<file path="src/design/wbps_pkg.sv">
package wbps_pkg;

  // Default sizes, handed to the top level parameters
  localparam int PATTERN_MAX_DEF = 32;
  localparam int OFFSET_BITS_DEF = 32;

  // Pattern storage held by the register file
  localparam int PAT_STORED = 32;
  localparam int PAT_WORDS  = 4;

  // Configuration port
  localparam int CFG_IDX_W  = 3;
  localparam int CFG_DATA_W = 64;

  localparam logic [CFG_IDX_W-1:0] REG_PATTERN_0  = 3'd0;
  localparam logic [CFG_IDX_W-1:0] REG_PATTERN_1  = 3'd1;
  localparam logic [CFG_IDX_W-1:0] REG_PATTERN_2  = 3'd2;
  localparam logic [CFG_IDX_W-1:0] REG_PATTERN_3  = 3'd3;
  localparam logic [CFG_IDX_W-1:0] REG_WILDCARD   = 3'd4;
  localparam logic [CFG_IDX_W-1:0] REG_LENGTH     = 3'd5;

  localparam int LEN_REG_W = 6;
  localparam int OFFSET_OUT_W = 32;

  // Queue between the front and the back
  localparam int QUEUE_DEPTH = 4;

  typedef struct packed {
    logic [7:0] data_byte;
    logic       region_last;
  } entry_t;

endpackage

</file>
<file path="src/design/wbps_if.sv">
interface wbps_in_if;
  logic       valid;
  logic       ready;
  logic [7:0] data_byte;
  logic       region_last;

  modport source (output valid, output data_byte, output region_last, input ready);
  modport sink (input valid, input data_byte, input region_last, output ready);
endinterface

interface wbps_out_if;
  logic        valid;
  logic        ready;
  logic        found;
  logic [31:0] match_offset;

  modport source (output valid, output found, output match_offset, input ready);
  modport sink (input valid, input found, input match_offset, output ready);
endinterface

</file>
<file path="src/design/wbps_cfg.sv">
module wbps_cfg #(
  parameter int PATTERN_MAX = wbps_pkg::PATTERN_MAX_DEF,
  localparam int NW = $clog2(PATTERN_MAX + 1)
) (
  input  logic                             clk,
  input  logic                             rst_n,
  input  logic                             cfg_we,
  input  logic [wbps_pkg::CFG_IDX_W-1:0]   cfg_index,
  input  logic [wbps_pkg::CFG_DATA_W-1:0]  cfg_data,
  output logic [7:0]                       pat_byte [PATTERN_MAX],
  output logic [PATTERN_MAX-1:0]           pat_wild,
  output logic [NW-1:0]                    used_len
);

  logic [wbps_pkg::CFG_DATA_W-1:0] word_r [wbps_pkg::PAT_WORDS];
  logic [wbps_pkg::PAT_STORED-1:0] wild_r;
  logic [wbps_pkg::LEN_REG_W-1:0]  len_r;
  logic [6:0]                      len_ext;

  // Decode register writes
  always_ff @(posedge clk) begin
    if (!rst_n) begin
      for (int w = 0; w < wbps_pkg::PAT_WORDS; w++) word_r[w] <= '0;
      wild_r <= '0;
      len_r  <= wbps_pkg::LEN_REG_W'(1);
    end else if (cfg_we) begin
      unique case (cfg_index)
        wbps_pkg::REG_PATTERN_0: word_r[0] <= cfg_data;
        wbps_pkg::REG_PATTERN_1: word_r[1] <= cfg_data;
        wbps_pkg::REG_PATTERN_2: word_r[2] <= cfg_data;
        wbps_pkg::REG_PATTERN_3: word_r[3] <= cfg_data;
        wbps_pkg::REG_WILDCARD:  wild_r <= cfg_data[wbps_pkg::PAT_STORED-1:0];
        wbps_pkg::REG_LENGTH:    len_r <= cfg_data[wbps_pkg::LEN_REG_W-1:0];
        default: ;
      endcase
    end
  end

  // Unpack pattern bytes; bytes past the stored ones read as literal zero
  for (genvar g = 0; g < PATTERN_MAX; g++) begin : g_pat
    if (g < wbps_pkg::PAT_STORED) begin : g_stored
      localparam int WI = g / 8;
      localparam int BI = g % 8;
      assign pat_byte[g] = word_r[WI][8*BI +: 8];
      assign pat_wild[g] = wild_r[g];
    end else begin : g_blank
      assign pat_byte[g] = 8'h00;
      assign pat_wild[g] = 1'b0;
    end
  end

  // Clamp the length to 1..PATTERN_MAX
  assign len_ext = {1'b0, len_r};

  always_comb begin
    if (len_ext == 7'd0) begin
      used_len = NW'(1);
    end else if (len_ext > 7'(PATTERN_MAX)) begin
      used_len = NW'(PATTERN_MAX);
    end else begin
      used_len = NW'(len_ext);
    end
  end

endmodule

</file>
<file path="src/design/wbps_front.sv">
module wbps_front (
  input  logic              clk,
  input  logic              rst_n,
  wbps_in_if.sink           in_ch,
  output logic              q_valid,
  output wbps_pkg::entry_t  q_head,
  input  logic              q_pop
);

  localparam int QPW = $clog2(wbps_pkg::QUEUE_DEPTH);
  localparam int QCW = $clog2(wbps_pkg::QUEUE_DEPTH + 1);

  wbps_pkg::entry_t mem [wbps_pkg::QUEUE_DEPTH];
  logic [QPW-1:0]   wr_ptr_r, wr_ptr_nxt;
  logic [QPW-1:0]   rd_ptr_r, rd_ptr_nxt;
  logic [QCW-1:0]   cnt_r, cnt_nxt;
  logic             push;
  logic             pop;
  wbps_pkg::entry_t entry;

  // Accept a word whenever the queue has room
  assign in_ch.ready = (cnt_r != QCW'(wbps_pkg::QUEUE_DEPTH));
  assign push        = in_ch.valid && in_ch.ready;
  assign pop         = q_pop && q_valid;

  // Copy the word into a queue entry
  assign entry.data_byte   = in_ch.data_byte;
  assign entry.region_last = in_ch.region_last;

  assign q_valid = (cnt_r != '0);
  assign q_head  = mem[rd_ptr_r];

  always_comb begin
    wr_ptr_nxt = push ? wr_ptr_r + QPW'(1) : wr_ptr_r;
    rd_ptr_nxt = pop ? rd_ptr_r + QPW'(1) : rd_ptr_r;
    cnt_nxt    = cnt_r + QCW'(push) - QCW'(pop);
  end

  always_ff @(posedge clk) begin
    if (push) mem[wr_ptr_r] <= entry;
  end

  always_ff @(posedge clk) begin
    if (!rst_n) begin
      wr_ptr_r <= '0;
      rd_ptr_r <= '0;
      cnt_r    <= '0;
    end else begin
      wr_ptr_r <= wr_ptr_nxt;
      rd_ptr_r <= rd_ptr_nxt;
      cnt_r    <= cnt_nxt;
    end
  end

endmodule

</file>
<file path="src/design/wbps_back.sv">
module wbps_back #(
  parameter int PATTERN_MAX = wbps_pkg::PATTERN_MAX_DEF,
  parameter int OFFSET_BITS = wbps_pkg::OFFSET_BITS_DEF,
  localparam int NW = $clog2(PATTERN_MAX + 1),
  localparam int PW = (PATTERN_MAX > 1) ? $clog2(PATTERN_MAX) : 1
) (
  input  logic                    clk,
  input  logic                    rst_n,
  input  logic                    q_valid,
  input  wbps_pkg::entry_t        q_head,
  output logic                    q_pop,
  input  logic [7:0]              pat_byte [PATTERN_MAX],
  input  logic [PATTERN_MAX-1:0]  pat_wild,
  input  logic [NW-1:0]           used_len,
  wbps_out_if.source              out_ch
);

  // Window stage: holds the window including the word under compare
  logic [7:0]             win_r   [PATTERN_MAX];
  logic [7:0]             win_nxt [PATTERN_MAX];
  logic [NW-1:0]          fill_r, fill_nxt, fill_base;
  logic [OFFSET_BITS-1:0] count_r, count_nxt, count_base;
  logic                   last_r;
  logic                   s1_valid_r, s1_valid_nxt;

  // Compare and result
  logic [PATTERN_MAX-1:0] hit;
  logic                   matched_r, matched_nxt;
  logic                   adv;
  logic                   match;
  logic                   produce;
  logic [OFFSET_BITS-1:0] off;

  logic                               out_valid_r, out_valid_nxt;
  logic                               out_found_r;
  logic [wbps_pkg::OFFSET_OUT_W-1:0]  out_offset_r;

  // Advance the compare stage when the output slot is free or draining
  assign adv   = s1_valid_r && (!out_valid_r || out_ch.ready);
  assign q_pop = q_valid && (!s1_valid_r || adv);

  // Shift the next word in; restart after a region's last word
  always_comb begin
    fill_base  = last_r ? '0 : fill_r;
    count_base = last_r ? '0 : count_r;
    win_nxt[0] = q_head.data_byte;
    for (int p = 1; p < PATTERN_MAX; p++) win_nxt[p] = win_r[p-1];
    fill_nxt   = (fill_base == NW'(PATTERN_MAX)) ? fill_base : fill_base + NW'(1);
    count_nxt  = count_base + OFFSET_BITS'(1);
    s1_valid_nxt = q_pop || (s1_valid_r && !adv);
  end

  // Masked compare of the newest used_len window bytes
  always_comb begin
    logic [NW:0]   kk;
    logic [NW:0]   diff;
    logic [PW-1:0] idx;
    for (int k = 0; k < PATTERN_MAX; k++) begin
      kk     = (NW+1)'(k);
      diff   = {1'b0, used_len} - kk - (NW+1)'(1);
      idx    = diff[PW-1:0];
      hit[k] = pat_wild[k] || (kk >= {1'b0, used_len}) || (win_r[idx] == pat_byte[k]);
    end
  end

  always_comb begin
    match       = !matched_r && (fill_r >= used_len) && (&hit);
    produce     = match || (last_r && !matched_r);
    off         = count_r - OFFSET_BITS'(used_len);
    matched_nxt = last_r ? 1'b0 : (matched_r || match);
    out_valid_nxt = out_valid_r;
    if (out_valid_r && out_ch.ready) out_valid_nxt = 1'b0;
    if (adv && produce) out_valid_nxt = 1'b1;
  end

  // Payload registers
  always_ff @(posedge clk) begin
    if (q_pop) begin
      win_r <= win_nxt;
    end
    if (adv && produce) begin
      out_found_r  <= match;
      out_offset_r <= match ? wbps_pkg::OFFSET_OUT_W'(off) : '0;
    end
  end

  // Control registers
  always_ff @(posedge clk) begin
    if (!rst_n) begin
      fill_r      <= '0;
      count_r     <= '0;
      last_r      <= 1'b0;
      s1_valid_r  <= 1'b0;
      matched_r   <= 1'b0;
      out_valid_r <= 1'b0;
    end else begin
      s1_valid_r  <= s1_valid_nxt;
      out_valid_r <= out_valid_nxt;
      if (q_pop) begin
        fill_r  <= fill_nxt;
        count_r <= count_nxt;
        last_r  <= q_head.region_last;
      end
      if (adv) matched_r <= matched_nxt;
    end
  end

  assign out_ch.valid        = out_valid_r;
  assign out_ch.found        = out_found_r;
  assign out_ch.match_offset = out_offset_r;

endmodule

</file>
<file path="src/design/wildcard_byte_pattern_scan.sv">
// Wildcard byte pattern scanner.
// in_ch carries one region byte per word with a last-of-region mark; out_ch
// carries at most one result per region: found with the offset of the first
// byte of the first match, or not found (offset 0) when the region ends
// without one. A match must lie wholly inside the region.
// Program the pattern words, wildcard mask and length through the cfg_ port
// while no bytes are in flight; each write takes effect at once.
// Throughput: one byte per cycle while out_ch takes results, set by the masked
// compare of the whole window against the pattern. A result reaches out_ch
// through the front queue, then the window/compare stage, into the output
// register.
// When out_ch stalls, the result waits in the output register, the compare
// stage holds its byte and the four-entry queue keeps taking bytes until full,
// at which point in_ch.ready drops.
// Reset clears the queue, window fill, byte count and match flag, and loads
// the register defaults: zero pattern, no wildcards, length one. No clearing
// pass is needed; the block takes bytes from the first cycle after reset.
module wildcard_byte_pattern_scan #(
  parameter int PATTERN_MAX = wbps_pkg::PATTERN_MAX_DEF,
  parameter int OFFSET_BITS = wbps_pkg::OFFSET_BITS_DEF
) (
  input  logic                             clk,
  input  logic                             rst_n,
  wbps_in_if.sink                          in_ch,
  wbps_out_if.source                       out_ch,
  input  logic                             cfg_we,
  input  logic [wbps_pkg::CFG_IDX_W-1:0]   cfg_index,
  input  logic [wbps_pkg::CFG_DATA_W-1:0]  cfg_data
);

  localparam int NW = $clog2(PATTERN_MAX + 1);

  logic [7:0]             pat_byte [PATTERN_MAX];
  logic [PATTERN_MAX-1:0] pat_wild;
  logic [NW-1:0]          used_len;
  logic                   q_valid;
  logic                   q_pop;
  wbps_pkg::entry_t       q_head;

  wbps_cfg #(.PATTERN_MAX(PATTERN_MAX)) u_cfg (
    .clk       (clk),
    .rst_n     (rst_n),
    .cfg_we    (cfg_we),
    .cfg_index (cfg_index),
    .cfg_data  (cfg_data),
    .pat_byte  (pat_byte),
    .pat_wild  (pat_wild),
    .used_len  (used_len)
  );

  wbps_front u_front (
    .clk     (clk),
    .rst_n   (rst_n),
    .in_ch   (in_ch),
    .q_valid (q_valid),
    .q_head  (q_head),
    .q_pop   (q_pop)
  );

  wbps_back #(
    .PATTERN_MAX (PATTERN_MAX),
    .OFFSET_BITS (OFFSET_BITS)
  ) u_back (
    .clk      (clk),
    .rst_n    (rst_n),
    .q_valid  (q_valid),
    .q_head   (q_head),
    .q_pop    (q_pop),
    .pat_byte (pat_byte),
    .pat_wild (pat_wild),
    .used_len (used_len),
    .out_ch   (out_ch)
  );

endmodule
</file>
<file path="src/flat_wrapper.sv">
// flat-port wrapper written by rule: the top's interface ports become plain ports
module wildcard_byte_pattern_scan_flat 
#(
  parameter int PATTERN_MAX = wbps_pkg::PATTERN_MAX_DEF,
  parameter int OFFSET_BITS = wbps_pkg::OFFSET_BITS_DEF
)
  (clk, rst_n, cfg_we, cfg_index, cfg_data, in_ch_valid, in_ch_data_byte, in_ch_region_last, in_ch_ready, out_ch_valid, out_ch_found, out_ch_match_offset, out_ch_ready);
  wbps_in_if in_ch_i ();
  wbps_out_if out_ch_i ();
  input  logic clk;
  input  logic rst_n;
  input  logic cfg_we;
  input  logic [wbps_pkg::CFG_IDX_W-1:0] cfg_index;
  input  logic [wbps_pkg::CFG_DATA_W-1:0] cfg_data;
  input wire logic [$bits(in_ch_i.valid)-1:0] in_ch_valid;
  input wire logic [$bits(in_ch_i.data_byte)-1:0] in_ch_data_byte;
  input wire logic [$bits(in_ch_i.region_last)-1:0] in_ch_region_last;
  output wire logic [$bits(in_ch_i.ready)-1:0] in_ch_ready;
  output wire logic [$bits(out_ch_i.valid)-1:0] out_ch_valid;
  output wire logic [$bits(out_ch_i.found)-1:0] out_ch_found;
  output wire logic [$bits(out_ch_i.match_offset)-1:0] out_ch_match_offset;
  input wire logic [$bits(out_ch_i.ready)-1:0] out_ch_ready;
  assign in_ch_i.valid = in_ch_valid;
  assign in_ch_i.data_byte = in_ch_data_byte;
  assign in_ch_i.region_last = in_ch_region_last;
  assign in_ch_ready = in_ch_i.ready;
  assign out_ch_valid = out_ch_i.valid;
  assign out_ch_found = out_ch_i.found;
  assign out_ch_match_offset = out_ch_i.match_offset;
  assign out_ch_i.ready = out_ch_ready;
  wildcard_byte_pattern_scan #(.PATTERN_MAX(PATTERN_MAX), .OFFSET_BITS(OFFSET_BITS)) u_core (.clk(clk), .rst_n(rst_n), .in_ch(in_ch_i), .out_ch(out_ch_i), .cfg_we(cfg_we), .cfg_index(cfg_index), .cfg_data(cfg_data));
endmodule
</file>
<file path="config.mk">
export PLATFORM = sky130hd
export DESIGN_NAME = wildcard_byte_pattern_scan_flat
export DESIGN_NICKNAME = d
export VERILOG_FILES = /design/src/design/wbps_pkg.sv /design/src/design/wbps_if.sv /design/src/design/wbps_cfg.sv /design/src/design/wbps_front.sv /design/src/design/wbps_back.sv /design/src/design/wildcard_byte_pattern_scan.sv /design/src/flat_wrapper.sv
export SDC_FILE = /design/constraint.sdc
export NUM_CORES = 2
export LEC_CHECK = 0
export ABC_AREA = 1
export BUFFER_PORTS_ARGS = -buffer_cell sky130_fd_sc_hd__buf_2
export CAP_MARGIN = 20
export CORE_ASPECT_RATIO = 0.75
export CORE_UTILIZATION = 30
export CTS_BUF_LIST = sky130_fd_sc_hd__clkbuf_8 sky130_fd_sc_hd__clkbuf_16
export DETAILED_ROUTE_END_ITERATION = 8
export PLACE_DENSITY = 0.47
export SYNTH_ARGS = -nofsm -noshare
export SYNTH_HDL_FRONTEND = slang
export SYNTH_HIERARCHICAL = 1
export SYNTH_SLANG_ARGS = --single-unit
</file>
<file path="constraint.sdc">
create_clock -name clk -period 15.6 [get_ports clk]
set_input_delay 1.56 -clock clk [delete_from_list [all_inputs] [get_ports clk]]
set_output_delay 1.56 -clock clk [all_outputs]
set_load 0.1 [all_outputs]
</file>
==> load_flow_metrics.sql <==
INSERT INTO impl_metrics (metric_group, metric, value, unit) VALUES
('run_status', 'status', 'complete, but fails checks', ''),
('run_status', 'failed_checks', 'DRC', ''),
('layout', 'number_of_non_filler_instances_in_the_completed_layout', '8565', ''),
('drt', 'routed_wirelength', '235', 'mm'),
('critical_path', 'crit_path_start_kind', 'flop', ''),
('logic_synthesis', 'ffs_latches_synth', '670', ''),
('drt', 'total_drc_errors_in_the_routed_layout', '3', ''),
('hold_path', 'hp-class', 'flop to flop', ''),
('power', 'power.static_leakage', '22.1', 'nW'),
('critical_path', 'reg2reg_slack', '7220', 'ps'),
('job', 'timing.max_cap.violations', '0', ''),
('logic_synthesis', 'synth_common_cells', 'sky130_fd_sc_hd__nand3_1 (2209), sky130_fd_sc_hd__nand2_1 (1874), sky130_fd_sc_hd__edfxtp_1 (581)', ''),
('logic_synthesis', 'yosys-top-cells-area', 'sky130_fd_sc_hd__edfxtp_1 (37%), sky130_fd_sc_hd__nand3_1 (24%), sky130_fd_sc_hd__nand2_1 (15%)', ''),
('critical_path', 'crit_type', 'flop to flop', ''),
('placement', 'io_buffers', '115', ''),
('power', 'cellPowerDensity', '181', 'nW/µm²'),
('clock_network', 'tritoncts.num_buffers', '80', ''),
('global_route', 'largest_net_degree_at_the_start_of_global_routing', '142', ''),
('layout', 'final_cell_area', '51500', 'µm²'),
('clock_network', 'cts_tree', 'yes', ''),
('placement', 'post-place-cells', '8416', ''),
('drt', 'postRouteAntennaNets', '0', ''),
('sta', 'drv_slew', '0', ''),
('logic_synthesis', 'post_synth_arst_share', '0', '%'),
('clock_network', 'cts-root-to-sink-buffers', '3', ''),
('critical_path', 'worstPathRequired', '16130', 'ps'),
('die', 'core_area', '153000', 'µm²'),
('drt', 'post_drt_wl_per_cell', '27.4', 'µm'),
('drt', 'via_per_inst', '5.63', ''),
('critical_path', 'worstPathMaxFanout', '83', ''),
('global_route', 'vias_in_the_first_global_route', '43600', ''),
('die', 'chipWidth', '457', 'µm'),
('clock_network', 'cts_root_buffer', 'sky130_fd_sc_hd__clkbuf_16', ''),
('drt', 'num_vias', '48200', ''),
('global_route', 'grt_first_pass_wirelength', '326', 'mm'),
('logic_synthesis', 'synth-edff-count', '581', ''),
('logic_synthesis', 'netlist.area_leader.share', '37.4', '%'),
('global_route', 'groute.usage.overall', '29.1', '%'),
('sta', 'report.final.hold_viol_count', '0', ''),
('clock_network', 'ctsResizeCount', '0', ''),
('logic_synthesis', 'distinct_cell_type_count_of_the_synthesized_netlist', '58', ''),
('placement', 'hpwl', '182', 'mm'),
('sta', 'final_min_period_over_clock_period', '53.7', '%'),
('logic_synthesis', 'synthesis.yosys.warnings', '6', ''),
('power', 'report.power.total', '9.32', 'mW'),
('placement', 'place_area', '48800', 'µm²'),
('logic_synthesis', 'netlist_instances', '6548', ''),
('clock_network', 'insertion_delay', '730', 'ps'),
('die', 'boundaryPins', '116', ''),
('layout', 'post-route-util', '33.6', '%'),
('die', 'design.die.area', '157000', 'µm²'),
('critical_path', 'worst_path_largest_cell_delay', '820', 'ps'),
('logic_synthesis', 'post_synth_top_flop', 'sky130_fd_sc_hd__edfxtp_1', ''),
('placement', 'detailedPlace.worstSlack', '7180', 'ps'),
('placement', 'place_congestion', '1.02', ''),
('drt', 'drt-initial-drc-count', '6756', ''),
('sta', 'fmax', '119', 'MHz'),
('drt', 'firstDrtPassIters', '9', ''),
('layout', 'drive_above_1_share', '6.47', '%'),
('power', 'vdd.ir_drop.worst', '0.000118', 'V'),
('logic_synthesis', 'ys_seq_area_share', '41.2', '%'),
('logic_synthesis', 'synth_fp_nets', '6669', ''),
('sta', 'final.setup.tns', '0', 'ps'),
('sta', 'tightestPinTransition', '1180', 'ps'),
('logic_synthesis', 'average_instance_area_after_synthesis', '7.12', 'µm²'),
('critical_path', 'crit_top_cell', 'sky130_fd_sc_hd__nand2_1', ''),
('sta', 'clock-skew-final', '32.5', 'ps'),
('layout', 'nNetsFinal', '6603', ''),
('logic_synthesis', 'netlist_area', '46600', 'µm²'),
('die', 'dieHeight', '344', 'µm'),
('die', 'start_util', '30.4', '%');
## path summary, 6_finish.rpt
check | start | endpoint | cells after the start
worst max-delay path | u_core/u_cfg/len_r[2]$_SDFFE_PN0P_ | u_core/u_back/out_ch.match_offset[4]$_SDFFCE_PN0P_ | 28
worst min-delay path | u_core/u_back/fill_r[0]$_SDFFE_PN0P_ | u_core/u_back/fill_r[0]$_SDFFE_PN0P_ | 2
worst max register to register | u_core/u_cfg/len_r[2]$_SDFFE_PN0P_ | u_core/u_back/out_ch.match_offset[4]$_SDFFCE_PN0P_ | 28
worst min register to register | u_core/u_back/fill_r[0]$_SDFFE_PN0P_ | u_core/u_back/fill_r[0]$_SDFFE_PN0P_ | 2
## flip-flops by register name (all words and copies together), names as in the netlist, named ones only
name and flops:
u_core/u_back/last_r 1, u_core/u_back/matched_r 1, u_core/u_cfg/pat_wild 32, u_core/u_front/mem 36, u_core/u_front/cnt_r 3, u_core/u_back/out_ch.match_offset 32
u_core/u_back/s1_valid_r 1, u_core/u_cfg/len_r 6, u_core/u_back/win_r 8, u_core/u_back/win_nxt 248, u_core/u_back/count_r 32, u_core/u_back/out_ch.found 1
u_core/u_cfg/word_r 256, u_core/u_back/out_ch.valid 1, u_core/u_front/wr_ptr_r 2, u_core/u_back/fill_r 6, u_core/u_front/rd_ptr_r 2
## logic make-up after synthesis
group | share of synthesized area (%)
buffers and inverters | 6.57
AO/OA/AOI/OAI | 2.32
XOR/XNOR | 1.90
adder cells (fa/ha/maj) | 1.11
flip-flops | 41.2
AND/OR/NAND/NOR | 46.9
## layout by cell type, fill, tap and decap left out, types with 13 or more instances in the layout
master	count
sky130_fd_sc_hd__o21ai_0	58
sky130_fd_sc_hd__clkinv_1	13
sky130_fd_sc_hd__xor2_1	31
sky130_fd_sc_hd__o22ai_1	14
sky130_fd_sc_hd__edfxtp_1	581
sky130_fd_sc_hd__buf_2	114
sky130_fd_sc_hd__nand3_1	2209
sky130_fd_sc_hd__nand2_1	1868
sky130_fd_sc_hd__clkbuf_16	83
sky130_fd_sc_hd__ha_1	36
sky130_fd_sc_hd__nor2_1	558
sky130_fd_sc_hd__inv_2	29
sky130_fd_sc_hd__nor3_1	33
sky130_fd_sc_hd__nand3b_1	112
sky130_fd_sc_hd__xnor2_1	47
sky130_fd_sc_hd__clkinv_2	16
sky130_fd_sc_hd__and2_1	17
sky130_fd_sc_hd__inv_1	327
sky130_fd_sc_hd__nand4_1	29
sky130_fd_sc_hd__dfxtp_1	89
sky130_fd_sc_hd__buf_4	73
sky130_fd_sc_hd__a21oi_1	53
sky130_fd_sc_hd__nand2_2	14
## metal layers
metal | GRT usage, % | share of wire, % | vias up | wire, µm
met5 | 0 | 0.011 | - | 27
met3 | 9.48 | 12 | 303 | 27100
li1 | - | - | 22300 | -
met1 | 41.9 | 45 | 23400 | 106000
met2 | 40.9 | 40 | 2302 | 94300
met4 | 8.26 | 3.1 | 4 | 7180
## area by class of cell
class	count	area [µm²]	area share, %
well taps	2016	2520	4.90
clock buffers	85	2100	4.09
repair buffers	188	1140	2.21
flip-flops and latches	670	19200	37.3
inverters	352	1350	2.63
multi-input cells	5190	24500	47.6
clock inverters	64	628	1.22
## where the power goes
part           internal (mW)  switching (mW)  leakage, nW
Sequential              2.64           0.516         6.34
Combinational           1.08            3.07         14.4
Clock                   1.15           0.873         1.39
Total                   4.86            4.46         22.1
## worst max-delay path: cells and delay by family (launching register included)
| family | cells | cell delay (ps) |
|---|---|---|
| AOI/OAI and AO/OA | 2 | 770 |
| buffers and inverters | 6 | 3530 |
| and+or+nand+nor | 20 | 3430 |
| DFF | 1 | 320 |
Power figures use the tool's default switching activity.
